`src/rtl/mcct_pkg.sv`:
```
// Shared constants, command codes and types for the compare timer.
// Used by mcct_ticks, mcct_core and multi_channel_compare_timer_top.
package mcct_pkg;

  localparam int TICK_FREQ_HZ = 16384;

  localparam int CMD_W      = 3;
  localparam int MS_W       = 16;
  localparam int TICK_W     = 16;
  localparam int USERS_W    = 8;
  localparam int CFG_IDX_W  = 2;
  localparam int CFG_DATA_W = 16;

  localparam int MS_PER_S       = 1000;
  localparam int PERIOD_20HZ_MS = 50;

  // ms * TICK_FREQ_HZ, then an exact divide by 1000 via a reciprocal multiply
  localparam int FREQ_W = $clog2(TICK_FREQ_HZ + 1);
  localparam longint unsigned PROD_MAX =
    ((longint'(1) << MS_W) - 1) * longint'(TICK_FREQ_HZ);
  localparam int PROD_W    = $clog2(PROD_MAX + 1);
  localparam int DIV_SHIFT = PROD_W + $clog2(MS_PER_S);
  localparam longint unsigned RECIP_VAL =
    ((longint'(1) << DIV_SHIFT) + longint'(MS_PER_S) - 1) / longint'(MS_PER_S);
  localparam int RECIP_W = $clog2(RECIP_VAL + 1);

  localparam logic [FREQ_W-1:0]  TICK_FREQ = FREQ_W'(TICK_FREQ_HZ);
  localparam logic [RECIP_W-1:0] RECIP     = RECIP_W'(RECIP_VAL);

  localparam logic [TICK_W-1:0] PERIOD_20HZ_RST =
    TICK_W'((TICK_FREQ_HZ * PERIOD_20HZ_MS) / MS_PER_S);

  localparam logic [USERS_W-1:0] USERS_MAX = '1;

  // commands
  localparam logic [CMD_W-1:0] CMD_TICK        = 3'd0;
  localparam logic [CMD_W-1:0] CMD_START_20HZ  = 3'd1;
  localparam logic [CMD_W-1:0] CMD_STOP_20HZ   = 3'd2;
  localparam logic [CMD_W-1:0] CMD_DELAY       = 3'd3;
  localparam logic [CMD_W-1:0] CMD_CB_DELAY    = 3'd4;
  localparam logic [CMD_W-1:0] CMD_CB_CANCEL   = 3'd5;
  localparam logic [CMD_W-1:0] CMD_PER_CREATE  = 3'd6;
  localparam logic [CMD_W-1:0] CMD_PER_DESTROY = 3'd7;

  // configuration register indexes
  localparam logic [CFG_IDX_W-1:0] CFG_IDX_OVF_EN = 2'd0;
  localparam logic [CFG_IDX_W-1:0] CFG_IDX_PERIOD = 2'd1;

  typedef struct packed {
    logic [CMD_W-1:0]  cmd;
    logic [TICK_W-1:0] ticks;
  } mcct_item_t;

  typedef struct packed {
    logic                event_20hz;
    logic                event_periodic;
    logic                event_overflow;
    logic                delay_done;
    logic                callback_fire;
    logic                wake;
    logic [TICK_W-1:0]   count_20hz;
    logic [USERS_W-1:0]  users_20hz;
  } mcct_result_t;

endpackage

```
`src/rtl/mcct_ticks.sv`:
```
// Front pipeline: registers the command and converts milliseconds to ticks.
// Three stages: input, ms * tick rate, reciprocal multiply. Uses mcct_pkg.
module mcct_ticks import mcct_pkg::*; (
  input  logic              clk,
  input  logic              rst_n,
  input  logic              in_valid,
  output logic              in_stall,
  input  logic [CMD_W-1:0]  in_cmd,
  input  logic [MS_W-1:0]   in_duration_ms,
  output logic              item_valid,
  input  logic              item_ready,
  output mcct_item_t        item
);

  localparam int MUL1_W = MS_W + FREQ_W;
  localparam int MUL2_W = PROD_W + RECIP_W;

  logic              s1_valid_r;
  logic [CMD_W-1:0]  s1_cmd_r;
  logic [MS_W-1:0]   s1_ms_r;
  logic              s2_valid_r;
  logic [CMD_W-1:0]  s2_cmd_r;
  logic [PROD_W-1:0] s2_prod_r;
  logic              s3_valid_r;
  logic [CMD_W-1:0]  s3_cmd_r;
  logic [TICK_W-1:0] s3_ticks_r;

  logic              s1_ready;
  logic              s2_ready;
  logic              s3_ready;
  logic [MUL1_W-1:0] mul1;
  logic [MUL2_W-1:0] mul2;
  logic [PROD_W-1:0] s2_prod_nxt;
  logic [TICK_W-1:0] s3_ticks_nxt;

  assign s3_ready = ~s3_valid_r | item_ready;
  assign s2_ready = ~s2_valid_r | s3_ready;
  assign s1_ready = ~s1_valid_r | s2_ready;
  assign in_stall = ~s1_ready;

  assign mul1 = {{FREQ_W{1'b0}}, s1_ms_r} * {{MS_W{1'b0}}, TICK_FREQ};
  assign s2_prod_nxt = mul1[PROD_W-1:0];

  // exact floor divide by 1000; keep the low tick bits of the quotient
  assign mul2 = {{RECIP_W{1'b0}}, s2_prod_r} * {{PROD_W{1'b0}}, RECIP};
  assign s3_ticks_nxt = mul2[DIV_SHIFT +: TICK_W];

  always_ff @(posedge clk) begin
    if (!rst_n) begin
      s1_valid_r <= 1'b0;
      s2_valid_r <= 1'b0;
      s3_valid_r <= 1'b0;
    end else begin
      if (s1_ready) s1_valid_r <= in_valid;
      if (s2_ready) s2_valid_r <= s1_valid_r;
      if (s3_ready) s3_valid_r <= s2_valid_r;
    end
  end

  always_ff @(posedge clk) begin
    if (s1_ready) begin
      s1_cmd_r <= in_cmd;
      s1_ms_r  <= in_duration_ms;
    end
    if (s2_ready) begin
      s2_cmd_r  <= s1_cmd_r;
      s2_prod_r <= s2_prod_nxt;
    end
    if (s3_ready) begin
      s3_cmd_r   <= s2_cmd_r;
      s3_ticks_r <= s3_ticks_nxt;
    end
  end

  assign item_valid = s3_valid_r;
  assign item.cmd   = s3_cmd_r;
  assign item.ticks = s3_ticks_r;

endmodule

```
`src/rtl/mcct_core.sv`:
```
// Timer state, compare channels, configuration registers and result register.
// Takes converted commands from mcct_ticks. Uses mcct_pkg.
module mcct_core import mcct_pkg::*; (
  input  logic                  clk,
  input  logic                  rst_n,
  input  logic                  item_valid,
  output logic                  item_ready,
  input  mcct_item_t            item,
  input  logic                  cfg_valid,
  output logic                  cfg_ready,
  input  logic [CFG_IDX_W-1:0]  cfg_index,
  input  logic [CFG_DATA_W-1:0] cfg_data,
  output logic                  res_valid,
  input  logic                  res_stall,
  output mcct_result_t          res
);

  logic               ovf_en_r;
  logic [TICK_W-1:0]  period_20hz_r;

  logic [TICK_W-1:0]  tick_r,       tick_nxt;
  logic [TICK_W-1:0]  cmp_20hz_r,   cmp_20hz_nxt;
  logic [USERS_W-1:0] users_r,      users_nxt;
  logic [TICK_W-1:0]  count_20hz_r, count_20hz_nxt;
  logic [TICK_W-1:0]  cmp_cb_r,     cmp_cb_nxt;
  logic               cb_armed_r,   cb_armed_nxt;
  logic [TICK_W-1:0]  cmp_per_r,    cmp_per_nxt;
  logic [TICK_W-1:0]  per_ticks_r,  per_ticks_nxt;
  logic               per_en_r,     per_en_nxt;
  logic [TICK_W-1:0]  cmp_dly_r,    cmp_dly_nxt;
  logic               dly_en_r,     dly_en_nxt;

  logic               res_valid_r;
  mcct_result_t       res_r, res_nxt;

  logic               take;
  logic [TICK_W-1:0]  tick_inc;
  logic [TICK_W-1:0]  armed_cmp;

  assign cfg_ready  = 1'b1;
  assign item_ready = ~res_valid_r | ~res_stall;
  assign take       = item_valid & item_ready;
  assign tick_inc   = tick_r + 1'b1;
  assign armed_cmp  = tick_r + item.ticks;

  always_comb begin
    tick_nxt       = tick_r;
    cmp_20hz_nxt   = cmp_20hz_r;
    users_nxt      = users_r;
    count_20hz_nxt = count_20hz_r;
    cmp_cb_nxt     = cmp_cb_r;
    cb_armed_nxt   = cb_armed_r;
    cmp_per_nxt    = cmp_per_r;
    per_ticks_nxt  = per_ticks_r;
    per_en_nxt     = per_en_r;
    cmp_dly_nxt    = cmp_dly_r;
    dly_en_nxt     = dly_en_r;
    res_nxt        = '0;

    unique case (item.cmd)
      CMD_TICK: begin
        tick_nxt = tick_inc;
        res_nxt.event_overflow = ovf_en_r & (tick_inc == '0);
        if ((users_r != '0) && (cmp_20hz_r == tick_inc)) begin
          res_nxt.event_20hz = 1'b1;
          cmp_20hz_nxt       = cmp_20hz_r + period_20hz_r;
          count_20hz_nxt     = count_20hz_r + 1'b1;
        end
        if (per_en_r && (cmp_per_r == tick_inc)) begin
          res_nxt.event_periodic = 1'b1;
          cmp_per_nxt            = cmp_per_r + per_ticks_r;
        end
        if (dly_en_r && (cmp_dly_r == tick_inc)) begin
          res_nxt.delay_done = 1'b1;
          dly_en_nxt         = 1'b0;
        end
        if (cb_armed_r && (cmp_cb_r == tick_inc)) begin
          res_nxt.callback_fire = 1'b1;
          cb_armed_nxt          = 1'b0;
        end
      end
      CMD_START_20HZ: begin
        // first user sets the phase; later users only add to the count
        if (users_r == '0) cmp_20hz_nxt = tick_r + period_20hz_r;
        if (users_r != USERS_MAX) users_nxt = users_r + 1'b1;
      end
      CMD_STOP_20HZ: begin
        if (users_r != '0) users_nxt = users_r - 1'b1;
      end
      CMD_DELAY: begin
        cmp_dly_nxt = armed_cmp;
        dly_en_nxt  = 1'b1;
      end
      CMD_CB_DELAY: begin
        cmp_cb_nxt   = armed_cmp;
        cb_armed_nxt = 1'b1;
      end
      CMD_CB_CANCEL: begin
        cb_armed_nxt = 1'b0;
      end
      CMD_PER_CREATE: begin
        per_ticks_nxt = item.ticks;
        cmp_per_nxt   = armed_cmp;
        per_en_nxt    = 1'b1;
      end
      CMD_PER_DESTROY: begin
        per_en_nxt = 1'b0;
      end
      default: begin
        per_en_nxt = per_en_r;
      end
    endcase

    res_nxt.wake = res_nxt.event_20hz | res_nxt.event_periodic |
                   res_nxt.event_overflow | res_nxt.delay_done;
    res_nxt.count_20hz = count_20hz_nxt;
    res_nxt.users_20hz = users_nxt;
  end

  always_ff @(posedge clk) begin
    if (!rst_n) begin
      ovf_en_r      <= 1'b0;
      period_20hz_r <= PERIOD_20HZ_RST;
    end else if (cfg_valid) begin
      unique case (cfg_index)
        CFG_IDX_OVF_EN: ovf_en_r      <= cfg_data[0];
        CFG_IDX_PERIOD: period_20hz_r <= cfg_data;
        default:        ovf_en_r      <= ovf_en_r;
      endcase
    end
  end

  always_ff @(posedge clk) begin
    if (!rst_n) begin
      tick_r       <= '0;
      cmp_20hz_r   <= '0;
      users_r      <= '0;
      count_20hz_r <= '0;
      cmp_cb_r     <= '0;
      cb_armed_r   <= 1'b0;
      cmp_per_r    <= '0;
      per_ticks_r  <= '0;
      per_en_r     <= 1'b0;
      cmp_dly_r    <= '0;
      dly_en_r     <= 1'b0;
      res_valid_r  <= 1'b0;
    end else begin
      if (take) begin
        tick_r       <= tick_nxt;
        cmp_20hz_r   <= cmp_20hz_nxt;
        users_r      <= users_nxt;
        count_20hz_r <= count_20hz_nxt;
        cmp_cb_r     <= cmp_cb_nxt;
        cb_armed_r   <= cb_armed_nxt;
        cmp_per_r    <= cmp_per_nxt;
        per_ticks_r  <= per_ticks_nxt;
        per_en_r     <= per_en_nxt;
        cmp_dly_r    <= cmp_dly_nxt;
        dly_en_r     <= dly_en_nxt;
        res_valid_r  <= 1'b1;
      end else if (!res_stall) begin
        res_valid_r  <= 1'b0;
      end
    end
  end

  // result payload, held while the receiver stalls
  always_ff @(posedge clk) begin
    if (take) res_r <= res_nxt;
  end

  assign res_valid = res_valid_r;
  assign res       = res_r;

endmodule

```
`src/rtl/multi_channel_compare_timer_top.sv`:
```
// Top level of the multi-channel compare timer.
// Instantiates mcct_ticks and mcct_core; uses mcct_pkg.
//
// Each input transfer is one command: cmd 0 is a timer tick, the others arm,
// cancel or reference-count the compare channels, with in_duration_ms in
// milliseconds where the command needs a delay or period. Every input
// transfer yields exactly one result transfer, in order, carrying the event
// flags for that step plus the 20 Hz event count and user count.
// From input transfer to out_valid a command passes the input register, then
// the ms times tick rate stage, the reciprocal multiply for the divide by 1000
// and the channel update into the result register.
// Throughput is one item per cycle while out_stall is low; the two multiplier stages set the depth.
// The configuration port (cfg_valid/cfg_ready, cfg_index, cfg_data) is always
// ready; index 0 is the overflow event enable, index 1 the 20 Hz period in
// ticks, other indexes are ignored. Write it only while the block is idle.
// Synchronous reset (rst_n low) clears the counter and all channels, empties
// the pipeline and loads the 20 Hz period with 819 ticks.
// When out_stall is high the result holds; bubbles in the pipeline still
// fill, and in_stall rises once every stage holds an item.
module multi_channel_compare_timer_top import mcct_pkg::*; (
  input  logic                  clk,
  input  logic                  rst_n,
  input  logic                  in_valid,
  output logic                  in_stall,
  input  logic [CMD_W-1:0]      in_cmd,
  input  logic [MS_W-1:0]       in_duration_ms,
  output logic                  out_valid,
  input  logic                  out_stall,
  output logic                  out_event_20hz,
  output logic                  out_event_periodic,
  output logic                  out_event_overflow,
  output logic                  out_delay_done,
  output logic                  out_callback_fire,
  output logic                  out_wake,
  output logic [TICK_W-1:0]     out_count_20hz_out,
  output logic [USERS_W-1:0]    out_users_20hz,
  input  logic                  cfg_valid,
  output logic                  cfg_ready,
  input  logic [CFG_IDX_W-1:0]  cfg_index,
  input  logic [CFG_DATA_W-1:0] cfg_data
);

  logic         item_valid;
  logic         item_ready;
  mcct_item_t   item;
  mcct_result_t res;

  mcct_ticks u_ticks (
    .clk            (clk),
    .rst_n          (rst_n),
    .in_valid       (in_valid),
    .in_stall       (in_stall),
    .in_cmd         (in_cmd),
    .in_duration_ms (in_duration_ms),
    .item_valid     (item_valid),
    .item_ready     (item_ready),
    .item           (item)
  );

  mcct_core u_core (
    .clk        (clk),
    .rst_n      (rst_n),
    .item_valid (item_valid),
    .item_ready (item_ready),
    .item       (item),
    .cfg_valid  (cfg_valid),
    .cfg_ready  (cfg_ready),
    .cfg_index  (cfg_index),
    .cfg_data   (cfg_data),
    .res_valid  (out_valid),
    .res_stall  (out_stall),
    .res        (res)
  );

  assign out_event_20hz     = res.event_20hz;
  assign out_event_periodic = res.event_periodic;
  assign out_event_overflow = res.event_overflow;
  assign out_delay_done     = res.delay_done;
  assign out_callback_fire  = res.callback_fire;
  assign out_wake           = res.wake;
  assign out_count_20hz_out = res.count_20hz;
  assign out_users_20hz     = res.users_20hz;

endmodule

```
`config.mk`:
```
export PLATFORM = sky130hd
export DESIGN_NAME = multi_channel_compare_timer_top
export DESIGN_NICKNAME = d
export VERILOG_FILES = /design/src/rtl/mcct_pkg.sv /design/src/rtl/mcct_ticks.sv /design/src/rtl/mcct_core.sv /design/src/rtl/multi_channel_compare_timer_top.sv
export SDC_FILE = /design/constraint.sdc
export NUM_CORES = 1
export LEC_CHECK = 0
export BUFFER_PORTS_ARGS = -buffer_cell sky130_fd_sc_hd__buf_2
export CAP_MARGIN = 20
export CELL_PAD_IN_SITES_DETAIL_PLACEMENT = 1
export CELL_PAD_IN_SITES_GLOBAL_PLACEMENT = 2
export CORE_AREA = 10 10 235 237
export CTS_CLUSTER_DIAMETER = 150
export DETAILED_ROUTE_END_ITERATION = 12
export DIE_AREA = 0 0 245 247
export HOLD_SLACK_MARGIN = 0.08
export PLACE_DENSITY_LB_ADDON = 0.05
export SLEW_MARGIN = 20
export SYNTH_ARGS = -nofsm -noshare
export SYNTH_HDL_FRONTEND = slang
export SYNTH_SLANG_ARGS = --single-unit
```
`constraint.sdc`:
```
create_clock -name clk -period 6.5 [get_ports clk]
set_input_delay 0.325 -clock clk [delete_from_list [all_inputs] [get_ports clk]]
set_output_delay 0.325 -clock clk [all_outputs]
set_load 0.05 [all_outputs]
```
### After elaboration in Yosys (flattened, before gate mapping)

Index checks and enable logic that the tools add are counted.

| operators by class | value |
|---|---|
| bitwise operators | 15 |
| equal/unequal tests | 19 |
| add/sub/neg operators | 8 |
| reductions and logical operators | 25 |
| multiply operators | 1 |
| muxes and demuxes | 22 |

Operator list:

| operator | count |
|---|---|
| 16-bit 2-to-1 mux | 5 |
| 16-bit adder | 4 |
| 16-bit equality test | 4 |
| 16-bit one-hot mux with 2 select lines | 2 |
| 16-bit by 29-bit multiplier with 40-bit output (second input constant) | 1 |
| 16-bit by 1-bit adder with 16-bit output (second input constant) | 2 |
| 16-bit logical NOT | 1 |
| 8-bit 2-to-1 mux | 2 |
| 8-bit one-hot mux with 2 select lines | 1 |
| 2-bit AND reduction | 7 |
| 3-bit equality test (second input constant) | 4 |
| 2-bit by 1-bit inequality test with 1-bit output (second input constant) | 6 |
| 3-bit AND reduction | 3 |
| 8-bit by 1-bit adder with 8-bit output (second input constant) | 1 |
| 8-bit logical NOT | 1 |
| 1-bit 2-to-1 mux | 8 |
| 8-bit inequality test (second input constant) | 1 |
| 2-bit nonzero test | 4 |
| 8-bit nonzero test | 1 |
| 8-bit by 1-bit subtractor with 8-bit output (second input constant) | 1 |
| 1-bit bitwise OR | 7 |
| 3-bit by 2-bit equality test with 1-bit output (second input constant) | 2 |
| 1-bit inverter | 6 |
| 5-bit 2-to-1 mux | 1 |
| 10 further kinds | 15 |

| word-level totals | value |
|---|---|
| register bits after elaboration | 231 |
| output and inout port bits | 33 |
| logic and storage cells | 121 |
| input port bits | 42 |

### Longest topological paths before layout

Gate-level depths: netlist (run 1).

| depth | value |
|---|---|
| word-level depth | 8 |
| mapped depth | 22 |
| gate-level depth less buffers | 22 |

### Modules after synthesis

From an unflattened synthesis (run 1), not the netlist that was laid out.

| second synthesis, totals | value |
|---|---|
| cell total of the unflattened synthesis | 2,059 |
| area total of the unflattened synthesis | 18,637.9 sq um |

By module, submodules not included:

| module | sequential area each (sq um) | cells an instance | area each (sq um) | instances |
|---|---|---|---|---|
| mcct_core | 3,723.6 | 1,323 | 10,561.4 | 1 |
| mcct_ticks | 1,771.7 | 736 | 8,076.5 | 1 |

### Least setup slack after synthesis (run 1)

Ideal clock, no wire load.

| path | value |
|---|---|
| path kind | register -> register |
| start | register u_ticks.s2_prod_r[21] |
| end | register u_ticks.s3_ticks_r[15], data pin |
| stages on the path, launching flop included | 21 |
| data required time | 6.241 ns |
| setup slack | 0.433 ns |
| setup time | 0.259 ns |
| period minus slack after synthesis | 6.067 ns |
| path buffers | 0 |
| data arrival time | 5.808 ns |
| cell sequence | edfxtp_1 > ha_1 > inv_1 > fa_1 > inv_1 > fa_1 > inv_1 > fa_1 > fa_1 > inv_1 > fa_1 > ha_1 > a211oi_1 > nand2_1 > o211ai_1 > a31oi_1 > o211ai_1 > o22ai_1 > a221oi_1 > o21ai_0 > a211o_1 |

| between the ends | value |
|---|---|
| word-level cells in the longest chain between the ends | 1 |

Ends and longest elaborated chain:

| what | RTL line | source |
|---|---|---|
| start: declaration | mcct_ticks.sv:23 | `logic [PROD_W-1:0] s2_prod_r;` |
| start signal: assignment | mcct_ticks.sv:67 | `s2_prod_r <= s2_prod_nxt;` |
| 16-bit by 29-bit multiplier with 40-bit output | mcct_ticks.sv:45 | `assign mul2 = {{RECIP_W{1'b0}}, s2_prod_r} * {{PROD_W{1'b0}}, RECIP};` |
| via u_ticks.mul2[55] | mcct_ticks.sv:32 | `logic [MUL2_W-1:0] mul2;` |
| end signal: assignment | mcct_ticks.sv:71 | `s3_ticks_r <= s3_ticks_nxt;` |
| end: declaration | mcct_ticks.sv:26 | `logic [TICK_W-1:0] s3_ticks_r;` |

The timed path passes the listed nets, and every way through them passes these cells.
A chain may end at the register's enable or synchronous reset.

### Worst setup path after layout (run 1)

| path | value |
|---|---|
| start | register u_ticks.s2_prod_r[29] |
| end | register u_ticks.s3_ticks_r[15], data pin |

Same word-level chain as after synthesis.

==> results of run 1 <==
## sequential cells by signal, indices dropped and copies added (netlist names), 16 cells and up
register / count
u_core.res: 30
u_core.tick_r: 16
u_core.count_20hz_r: 16
u_core.period_20hz_r: 16
u_core.per_ticks_r: 16
u_core.cmp_dly_r: 16
u_core.cmp_per_r: 16
u_ticks.s3_ticks_r: 16
u_core.cmp_20hz_r: 16
u_ticks.s2_prod_r: 16
u_ticks.s1_ms_r: 16
u_core.cmp_cb_r: 16
## cell usage after synthesis (10+ instances only)
master    count  share of area
a21oi_1     137          0.037
ha_1        209           0.14
o211ai_1     10         0.0041
xor2_1       64          0.030
or3_1        21         0.0071
nor3_1       39          0.011
fa_1        124           0.13
clkbuf_1     44         0.0089
o21ai_0      56          0.015
buf_2        11         0.0030
dfxtp_1     144           0.16
nand2_1     266          0.054
and3_1       20         0.0068
o21a_1       14         0.0057
nand4_1      21         0.0071
nand2b_1     16         0.0054
edfxtp_1     87           0.14
or4_1        10         0.0041
a21o_1       18         0.0073
a211oi_1     19         0.0077
nor2_1      105          0.021
xnor2_1      81          0.038
nand3_1      60          0.016
inv_1       263          0.053
nor4_1       13         0.0044
## how the worst max path moves through the flow
stage	startpoint	to	slack (ns)	depth (start not counted)
floorplan	u_ticks.s2_prod_r[21]$_DFFE_PP_	u_ticks.s3_ticks_r[15]$_DFFE_PP_	0.43	20
global placement	u_ticks.s2_prod_r[19]$_DFFE_PP_	u_ticks.s3_ticks_r[10]$_DFFE_PP_	0.19	20
detailed placement	u_ticks.s2_prod_r[29]$_DFFE_PP_	u_ticks.s3_ticks_r[15]$_DFFE_PP_	-0.03	20
CTS	u_ticks.s2_prod_r[19]$_DFFE_PP_	u_ticks.s3_ticks_r[15]$_DFFE_PP_	0.04	19
global route	u_ticks.s2_prod_r[29]$_DFFE_PP_	u_ticks.s3_ticks_r[15]$_DFFE_PP_	-0.06	21
finish	u_ticks.s2_prod_r[29]$_DFFE_PP_	u_ticks.s3_ticks_r[15]$_DFFE_PP_	0.22	21
## timing repair
item                                    CTS  global route
gates resized for setup                   1             7
pin swaps                                 0             4
hold endpoints to repair                 38             0
hold buffers                             38             0
setup buffers                             0             8
endpoints found under the setup margin    2             6
## power groups by stage
stage          clock [mW]  sequential (mW)  combinational, mW
4_1_cts              1.72             1.77               3.64
6_report             1.66             1.77               3.58
5_1_grt              1.77             1.77               4.13
3_3_place_gp            0             1.80               3.49
2_1_floorplan           0             1.74               2.48
3_5_place_dp            0             1.80               3.55
## final cells by class
type                    instances  area, um2
fillers                      5882      29500
multi-input cells            1457      11700
flip-flops and latches        231       5500
repair buffers                159       1110
inverters                     264        993
well taps                     680        851
clock buffers                  33        741
clock inverters                20        205
diodes                          1       2.50
## kinds of logic after synthesis
kind of cell	synth area share
and+or+nand+nor	0.161
adders and majority gates	0.275
xor gates and xnor gates	0.0783
buffers and inverters	0.0707
AOI/OAI and AO/OA	0.115
other	0.000203
DFF	0.297
muxes	0.00277
## per-layer routing
layer / global-route usage / routed length (um) / vias up
li1: - / - / 7091
met1: 0.231 / 24800 / 7211
met2: 0.372 / 31600 / 146
met3: 0.0234 / 1390 / 74
met4: 0.0566 / 1650 / 0
met5: 0 / 0 / -
## tightest hold or removal path: stages
cell and delay, ns:
buf_2 0.10, nor3b_1 0.06, mux2i_1 0.11, nor2_1 0.07
==> impl_metrics.py, run 1 <==
metrics = {
    "sta": {
        "holdWs_ns": 0.117,
        "fmax_mhz": 159,
        "min_period_ns": 6.28,
        "tightestPinTransition_ns": 1.07,
        "tns_ns": 0,
        "fin_crit_sh": 0.965,
        "rsz0062_at_grt": "yes",
        "slew_violations": 0,
        "hold_viol_final": 0,
        "setup_viol": 0,
        "setup_ws_ns": 0.225,
        "relSlewSlack": 0.286,
        "skew_ns": 0.0151,
    },
    "worst_setup_path": {
        "crit_top_cell": "fa_1",
        "reg2reg_to": "u_ticks.s3_ticks_r[15]$_DFFE_PP_",
        "worst_ep_required_time_ns": 6.84,
        "cpMaxStageDelayCell": "fa_1",
        "max_stage_delay_ns": 0.53,
        "worst_setup_path_start_kind": "register",
        "critical_path.cell_chain": "fa_1 > inv_1 > fa_1 > fa_1 > fa_1 > inv_1 > fa_1 > inv_1 > fa_1 > inv_1 > ha_1 > o21ai_0 > a21oi_1 > a221oi_2 > nand4_1 > o211ai_1 > buf_4 > o22ai_1 > a221oi_1 > o21ai_0 > a211o_1",
        "reg2reg_depth": 21,
        "crit_fanout": 6,
        "path_buf_inv": 5,
        "worst_setup_path_end_kind": "register",
        "path_class": "reg2reg",
        "crit_arrival_ns": 6.61,
        "rrSetupSlack_ns": 0.22,
        "rr_startpoint": "u_ticks.s2_prod_r[29]$_DFFE_PP_",
        "path_delay_family": "adder cells",
    },
    "grt": {
        "grt_usage": 0.198,
        "grt_pass1_vias": 15800,
        "antenna_found_initial": 1,
        "overflow": 0,
        "grt_pass1_wl_mm": 92.4,
        "grt_max_degree": 51,
    },
    "run": {
        "maxCapViolCount": 0,
    },
    "placement": {
        "pre_cts_ws_ns": -0.0270,
        "dp_hpwl_mm": 47.9,
        "dp.cells": 2744,
        "port_buffers": 73,
        "gp_congestion": 0.891,
        "dpl_cell_area_um2": 19700,
    },
    "clock_network": {
        "cts_root_buffer": "clkbuf_16",
        "cts_buffers": 29,
        "path_clk_slew_ns": 0.07,
        "clk_latency_ns": 0.60,
        "clockBufferDepth": 3,
        "cts_num_sinks": 231,
        "cts_tree": "done",
        "htree_levels": 1,
    },
    "cells_and_area": {
        "final_cell_mix": "nand2_1 (266), inv_1 (262), ha_1 (207)",
        "area_growth_pct": 14.2,
        "design_area_um2": 21100,
        "layout_commonest_cell": "nand2_1",
        "final_cells": 2845,
        "utilization": 0.417,
        "nNetsFinal": 2517,
        "drive_above_1_share": 0.0924,
    },
    "drt": {
        "drt-total-wl_mm": 59.4,
        "vias_per_cell": 5.10,
        "first_pass_iters": 4,
        "drtIter0Drc": 582,
        "antenna_left": 0,
        "num_vias": 14500,
        "drt_drc_violations_left": 0,
        "avgRoutedWirePerCell_um": 20.9,
    },
    "yosys": {
        "yosysSeqAreaShare": 0.297,
        "ys_ff_latch": 231,
        "avgSynthCellArea_um2": 9.15,
        "syn-num-nets": 2398,
        "synth_area_um2": 18500,
        "synthFlopType": "dfxtp_1",
        "synth_cell_types": 82,
        "async_reset_ff_frac": 0,
        "synth_edf_count": 87,
        "yosysWarnings": 0,
        "syn-instance-count": 2023,
    },
    "die": {
        "die_area_um2": 60500,
        "fp.dieW_um": 245,
        "die_y_um": 247,
        "start_util": 0.365,
        "rows": 83,
        "pin_count": 75,
        "core_um2": 50700,
    },
    "power_and_ir_drop": {
        "p_sw_frac": 0.405,
        "intPower_mw": 4.17,
        "seqPwrFrac": 0.252,
        "p_leak_nw": 9.40,
        "p_per_area_nw_per_um2": 332,
        "p_total_mw": 7.01,
        "p_comb_frac": 0.511,
        "ir_drop_v": 0.000437,
        "p_clk_frac": 0.236,
        "switchingPower_mw": 2.84,
    },
    "min_path": {
        "worstHoldStart": "cfg_index[0]",
        "hold_depth": 4,
        "hold_path_end": "u_core.ovf_en_r$_SDFFE_PN0P_",
        "hold_path.class": "in2reg",
    },
    "run_status": {
        "outcome": "finished, final reports clean",
    },
}
(Power assumes the default switching activity.)
==> run 2, diff against run 1 <==
--- a/config.mk
+++ b/config.mk
@@ -9,10 +9,10 @@
 export CAP_MARGIN = 20
 export CELL_PAD_IN_SITES_DETAIL_PLACEMENT = 1
 export CELL_PAD_IN_SITES_GLOBAL_PLACEMENT = 2
-export CORE_AREA = 10 10 235 237
+export CORE_AREA = 10 10 270 207
 export CTS_CLUSTER_DIAMETER = 150
 export DETAILED_ROUTE_END_ITERATION = 12
-export DIE_AREA = 0 0 245 247
+export DIE_AREA = 0 0 280 217
 export HOLD_SLACK_MARGIN = 0.08
 export PLACE_DENSITY_LB_ADDON = 0.05
 export SLEW_MARGIN = 20
==> run 2 against run 1 <==
Compared with the run above: routed wire length rose by 2.0%; sequential cell count did not move; worst hold slack improved by 0.027 ns; fmax rose by 2.3%; core utilization rose by 0.22 points; cell count fell by 0.21%; combinational power rose by 3%.
==> impl_metrics.py, run 2 (same netlist as run 1, synthesis figures left out) <==
metrics = {
    "power_and_ir_drop": {
        "p_per_area_nw_per_um2": 340,
        "ir_drop_v": 0.000217,
        "p_leak_nw": 9.50,
    },
    "sta": {
        "fmax_mhz": 163,
        "skew_ns": 0.0308,
        "fin_crit_sh": 0.944,
        "rsz0062_at_grt": "no",
        "setup_ws_ns": 0.364,
        "tightestPinTransition_ns": 1.15,
        "slew_violations": 0,
        "min_period_ns": 6.14,
        "setup_viol": 0,
        "relSlewSlack": 0.227,
        "holdWs_ns": 0.145,
        "hold_viol_final": 0,
    },
    "grt": {
        "antenna_found_initial": 0,
        "overflow": 0,
        "grt_max_degree": 85,
        "grt_usage": 0.198,
        "grt_pass1_vias": 15200,
        "grt_pass1_wl_mm": 93.6,
    },
    "die": {
        "core_um2": 50800,
        "start_util": 0.364,
        "pin_count": 75,
        "rows": 72,
        "die_area_um2": 60800,
        "die_y_um": 217,
        "fp.dieW_um": 280,
    },
    "worst_setup_path": {
        "rrSetupSlack_ns": 0.36,
        "crit_fanout": 6,
        "worst_ep_required_time_ns": 6.82,
        "worst_setup_path_start_kind": "register",
        "worst_setup_path_end_kind": "register",
        "crit_arrival_ns": 6.45,
        "path_class": "reg2reg",
    },
    "cells_and_area": {
        "regArea_um2": 5500,
        "diodes": 0,
        "layout_commonest_cell": "nand2_1",
        "multiInputGateArea_um2": 11800,
        "drive_above_1_share": 0.100,
        "nNetsFinal": 2526,
        "design_area_um2": 21300,
        "area_growth_pct": 15.1,
        "largest_reg_flops": 30,
        "final_cell_mix": "nand2_1 (266), inv_1 (262), ha_1 (208)",
        "fillers": 5862,
        "final_cells": 2839,
    },
    "run": {
        "maxCapViolCount": 0,
    },
    "drt": {
        "drt_drc_violations_left": 0,
        "antenna_left": 0,
        "vias_per_cell": 5.18,
        "drt-total-wl_mm": 60.6,
        "drtIter0Drc": 906,
        "first_pass_iters": 5,
        "num_vias": 14700,
        "avgRoutedWirePerCell_um": 21.4,
    },
    "clock_network": {
        "path_clk_slew_ns": 0.06,
        "cts_root_buffer": "clkbuf_16",
        "htree_levels": 1,
        "cts_buffers": 28,
        "clk_latency_ns": 0.59,
        "cts_tree": "done",
        "clockBufferDepth": 3,
        "cts_num_sinks": 231,
    },
    "placement": {
        "gp_congestion": 0.858,
        "dpl_cell_area_um2": 19800,
        "pre_cts_ws_ns": -0.143,
        "dp.cells": 2741,
        "dp_hpwl_mm": 48.3,
        "port_buffers": 73,
    },
    "min_path": {
        "hold_path.class": "in2reg",
    },
    "run_status": {
        "outcome": "finished, final reports clean",
    },
}
[run 2: changes by cell type in the layout (fill, tap and decap cells not counted), sizes merged]
| cell | previous run | this run |
|---|---|---|
| clkinv | 14 | 8 |
| buf | 121 | 132 |
| diode | 1 | 0 |
| dlygate4sd3 | 38 | 37 |
| clkbuf | 33 | 32 |
| clkinvlp | 1 | 2 |
| inv | 265 | 266 |
| bufinv | 4 | 8 |
[run 2: timing repair]
action / 4_1_cts / 5_1_grt
setup buffers: 1 / 7
gates resized for setup: 1 / 8
endpoints found under the setup margin: 3 / 6
gates cloned: 0 / 0
pin swaps: 1 / 0
hold endpoints to repair: 38 / 0
hold buffers: 37 / 0
[run 2: per-layer routing]
metal / track usage / up-vias / part of all wire
met3: 0.0339 / 46 / 0.046
li1: - / 7113 / -
met1: 0.304 / 7319 / 0.53
met2: 0.290 / 216 / 0.41
met5: 0 / - / 0
met4: 0.0257 / 0 / 0.012
[run 2: path summary, 6_finish.rpt]
check                                     endpoint                            start  cells after the start
setup / recovery  u_ticks.s3_ticks_r[15]$_DFFE_PP_  u_ticks.s2_prod_r[18]$_DFFE_PP_                     20
hold / removal        u_core.ovf_en_r$_SDFFE_PN0P_                     cfg_index[1]                      4
hold reg to reg    u_ticks.s2_prod_r[15]$_DFFE_PP_     u_ticks.s1_ms_r[1]$_DFFE_PN_                      0
setup reg to reg  u_ticks.s3_ticks_r[15]$_DFFE_PP_  u_ticks.s2_prod_r[18]$_DFFE_PP_                     20
[run 2: stage by stage]
stage	utilization	TNS [ns]	total power, mW
global route	0.419	0	7.88
detailed placement	0.389	-0.258	5.33
finish	0.419	0	7.23
floorplan	-	0	4.22
global placement	0.389	0	5.25
CTS	0.417	0	7.23
[run 2: cell type report]
| class | count | area share |
|---|---|---|
| Multi-Input combinational cell | 1457 | 0.552 |
| Timing Repair Buffer | 169 | 0.0555 |
| Clock inverter | 20 | 0.0151 |
| Tap cell | 666 | 0.0391 |
| Sequential cell | 231 | 0.258 |
| Inverter | 264 | 0.0466 |
| Clock buffer | 32 | 0.0336 |
[run 2: where the power goes]
group | leakage (nW) | switching (mW) | internal, mW
Sequential | 2.07 | 0.0914 | 1.67
Clock | 0.502 | 0.698 | 1.11
Combinational | 6.93 | 2.12 | 1.55
[run 2: critical path: stages, from the launching register on]
cell	delay, ns
edfxtp_1	0.50
fa_1	0.59
inv_1	0.06
fa_1	0.44
fa_1	0.51
inv_1	0.05
fa_1	0.48
inv_1	0.06
fa_1	0.51
fa_1	0.55
inv_1	0.04
ha_1	0.31
a21oi_2	0.16
o211ai_1	0.11
a31o_2	0.30
o211ai_1	0.17
buf_4	0.17
o22ai_4	0.11
a221oi_2	0.30
o21ai_0	0.17
a211o_1	0.29
==> run 3, diff against run 2 <==
--- a/config.mk
+++ b/config.mk
@@ -7,12 +7,10 @@
 export LEC_CHECK = 0
 export BUFFER_PORTS_ARGS = -buffer_cell sky130_fd_sc_hd__buf_2
 export CAP_MARGIN = 20
-export CELL_PAD_IN_SITES_DETAIL_PLACEMENT = 1
-export CELL_PAD_IN_SITES_GLOBAL_PLACEMENT = 2
-export CORE_AREA = 10 10 270 207
+export CORE_AREA = 10 10 190 192
 export CTS_CLUSTER_DIAMETER = 150
 export DETAILED_ROUTE_END_ITERATION = 12
-export DIE_AREA = 0 0 280 217
+export DIE_AREA = 0 0 200 202
 export HOLD_SLACK_MARGIN = 0.08
 export PLACE_DENSITY_LB_ADDON = 0.05
 export SLEW_MARGIN = 20
==> run 3 against run 2 <==
Compared with the run above: fmax fell by 1.0%; power down 7.1%; combinational power down 5.7%; largest power group unchanged; critical path depth grew 1; clock-buffer cell count is 2 lower; global-route usage is 4.6 points higher; setup slack got worse by 0.065 ns; largest cell class unchanged; sequential cell count did not move; clock skew decreased by 0.0085 ns; non-clock buffer count down 28.
==> impl_metrics.py, run 3 (same netlist as run 1, synthesis figures left out) <==
metrics = {
    "drt": {
        "first_pass_iters": 5,
        "drt_drc_violations_left": 0,
        "antenna_left": 0,
        "drtIter0Drc": 896,
        "drt-total-wl_mm": 49.5,
        "vias_per_cell": 5.58,
        "avgRoutedWirePerCell_um": 19.1,
        "num_vias": 14400,
    },
    "clock_network": {
        "cts_num_sinks": 231,
        "clockBufferDepth": 3,
        "path_clk_slew_ns": 0.06,
        "htree_levels": 1,
        "clk_latency_ns": 0.57,
        "cts_tree": "done",
        "cts_root_buffer": "clkbuf_16",
        "cts_buffers": 28,
    },
    "sta": {
        "min_period_ns": 6.20,
        "skew_ns": 0.0224,
        "slew_violations": 0,
        "tightestPinTransition_ns": 0.904,
        "relSlewSlack": 0.395,
        "fin_crit_sh": 0.954,
        "setup_viol": 0,
        "fmax_mhz": 161,
        "hold_viol_final": 0,
        "setup_ws_ns": 0.299,
        "tns_ns": 0,
        "rsz0062_at_grt": "no",
    },
    "power_and_ir_drop": {
        "p_per_area_nw_per_um2": 326,
        "seqPwrFrac": 0.261,
        "p_clk_frac": 0.224,
        "ir_drop_v": 0.000266,
        "p_sw_frac": 0.406,
        "intPower_mw": 3.99,
        "p_total_mw": 6.72,
        "p_leak_nw": 9.27,
        "p_comb_frac": 0.515,
        "switchingPower_mw": 2.73,
    },
    "cells_and_area": {
        "area_growth_pct": 11.5,
        "nNetsFinal": 2498,
        "diodes": 0,
        "final_cell_mix": "nand2_1 (266), inv_1 (262), ha_1 (207)",
        "largest_reg_flops": 30,
        "layout_commonest_cell": "nand2_1",
        "drive_above_1_share": 0.0862,
    },
    "grt": {
        "antenna_found_initial": 1,
        "grt_pass1_wl_mm": 77.4,
        "grt_pass1_vias": 14100,
        "grt_usage": 0.244,
        "overflow": 0,
        "grt_max_degree": 65,
    },
    "worst_setup_path": {
        "critical_path.cell_chain": "fa_1 > inv_1 > fa_1 > fa_1 > fa_1 > inv_1 > fa_1 > inv_1 > fa_1 > inv_1 > ha_1 > o21ai_0 > a21oi_1 > a221oi_2 > nand4_1 > o211ai_1 > o22ai_1 > buf_4 > a41o_1 > a2111oi_1 > nand3b_1",
        "worst_setup_path_start_kind": "register",
        "path_class": "reg2reg",
        "worst_ep_required_time_ns": 6.93,
        "worst_setup_path_end_kind": "register",
        "crit_fanout": 8,
        "crit_top_cell": "fa_1",
        "rr_startpoint": "u_ticks.s2_prod_r[28]$_DFFE_PP_",
        "crit_arrival_ns": 6.63,
        "startpoint": "u_ticks.s2_prod_r[28]$_DFFE_PP_",
        "cpMaxStageDelayCell": "fa_1",
        "max_stage_delay_ns": 0.56,
    },
    "die": {
        "start_util": 0.573,
        "pin_count": 75,
        "rows": 66,
        "fp.dieW_um": 200,
        "core_um2": 32300,
        "die_area_um2": 40400,
        "die_y_um": 202,
    },
    "run_status": {
        "outcome": "finished, final reports clean",
    },
    "run": {
        "maxCapViolCount": 0,
    },
    "placement": {
        "gp_congestion": 0.996,
        "dp_hpwl_mm": 39.4,
        "port_buffers": 73,
        "pre_cts_ws_ns": 0.235,
    },
    "min_path": {
        "worstHoldStart": "cfg_index[1]",
        "hold_path.class": "in2reg",
    },
}
## run 3: changes by cell type in the layout (fill, tap and decap cells not counted), moves of 2 or more
cell and change:
inv_8 +2, clkinv_4 +2, bufinv_16 -7, buf_4 -27
clkinv_2 -2, clkbuf_1 -2, clkinvlp_4 +3, clkinv_1 +5
## run 3: timing repair
item	in CTS	in global routing
buffers inserted	0	13
hold buffers	37	0
endpoints found under the setup margin	0	4
hold endpoints to repair	38	0
gates resized for setup	0	6
## run 3: critical path, delay by kind of cell, from the launching register on
family	cells	cell delay, ns
AO/OA/AOI/OAI	7	1.73
adder cells (fa/ha/maj)	7	3.15
buffers and inverters	5	0.36
flip-flops	1	0.54
AND/OR/NAND/NOR	2	0.30
## run 3: power by group through the flow
stage	clock network [mW]	logic (mW)	registers, mW
3_5_place_dp	0	3.35	1.79
3_3_place_gp	0	3.33	1.79
6_report	1.50	3.46	1.76
5_1_grt	1.58	3.98	1.76
2_1_floorplan	0	2.48	1.74
4_1_cts	1.53	3.41	1.76
## run 3: area by class of cell
cell class	count	area, um2
multi-input cells	1457	11700
fillers	2780	11600
flip-flops and latches	231	5500
inverters	264	992
repair buffers	141	968
clock buffers	30	708
well taps	442	553
clock inverters	22	185
## run 3: path summary, 6_finish.rpt
kind                                                    endpoint  slack, ns  cells after the start
worst min-delay path                u_core.ovf_en_r$_SDFFE_PN0P_       0.13                      4
worst max-delay path            u_ticks.s3_ticks_r[10]$_DFFE_PP_       0.30                     21
worst min register to register   u_ticks.s2_prod_r[28]$_DFFE_PP_       0.42                      0
worst max register to register  u_ticks.s3_ticks_r[10]$_DFFE_PP_       0.30                     21
## run 3: metal layers
layer  wire (um)  track usage  up-vias
met1       20100        0.297     6937
met4        1730       0.0839        0
met3        2030       0.0248       77
li1            -            -     7081
met5           0            0        -
met2       25700        0.436      342
## run 3: per-stage QoR
step	hold WS [ns]	util	instance area (um2)	cells
global placement	0.401	0.596	19300	2485
CTS	0.103	0.635	20500	2574
finish	0.126	0.639	20600	2587
detailed placement	0.405	0.596	19300	2485
global route	0.161	0.639	20600	2587
floorplan	0.400	-	18500	2023
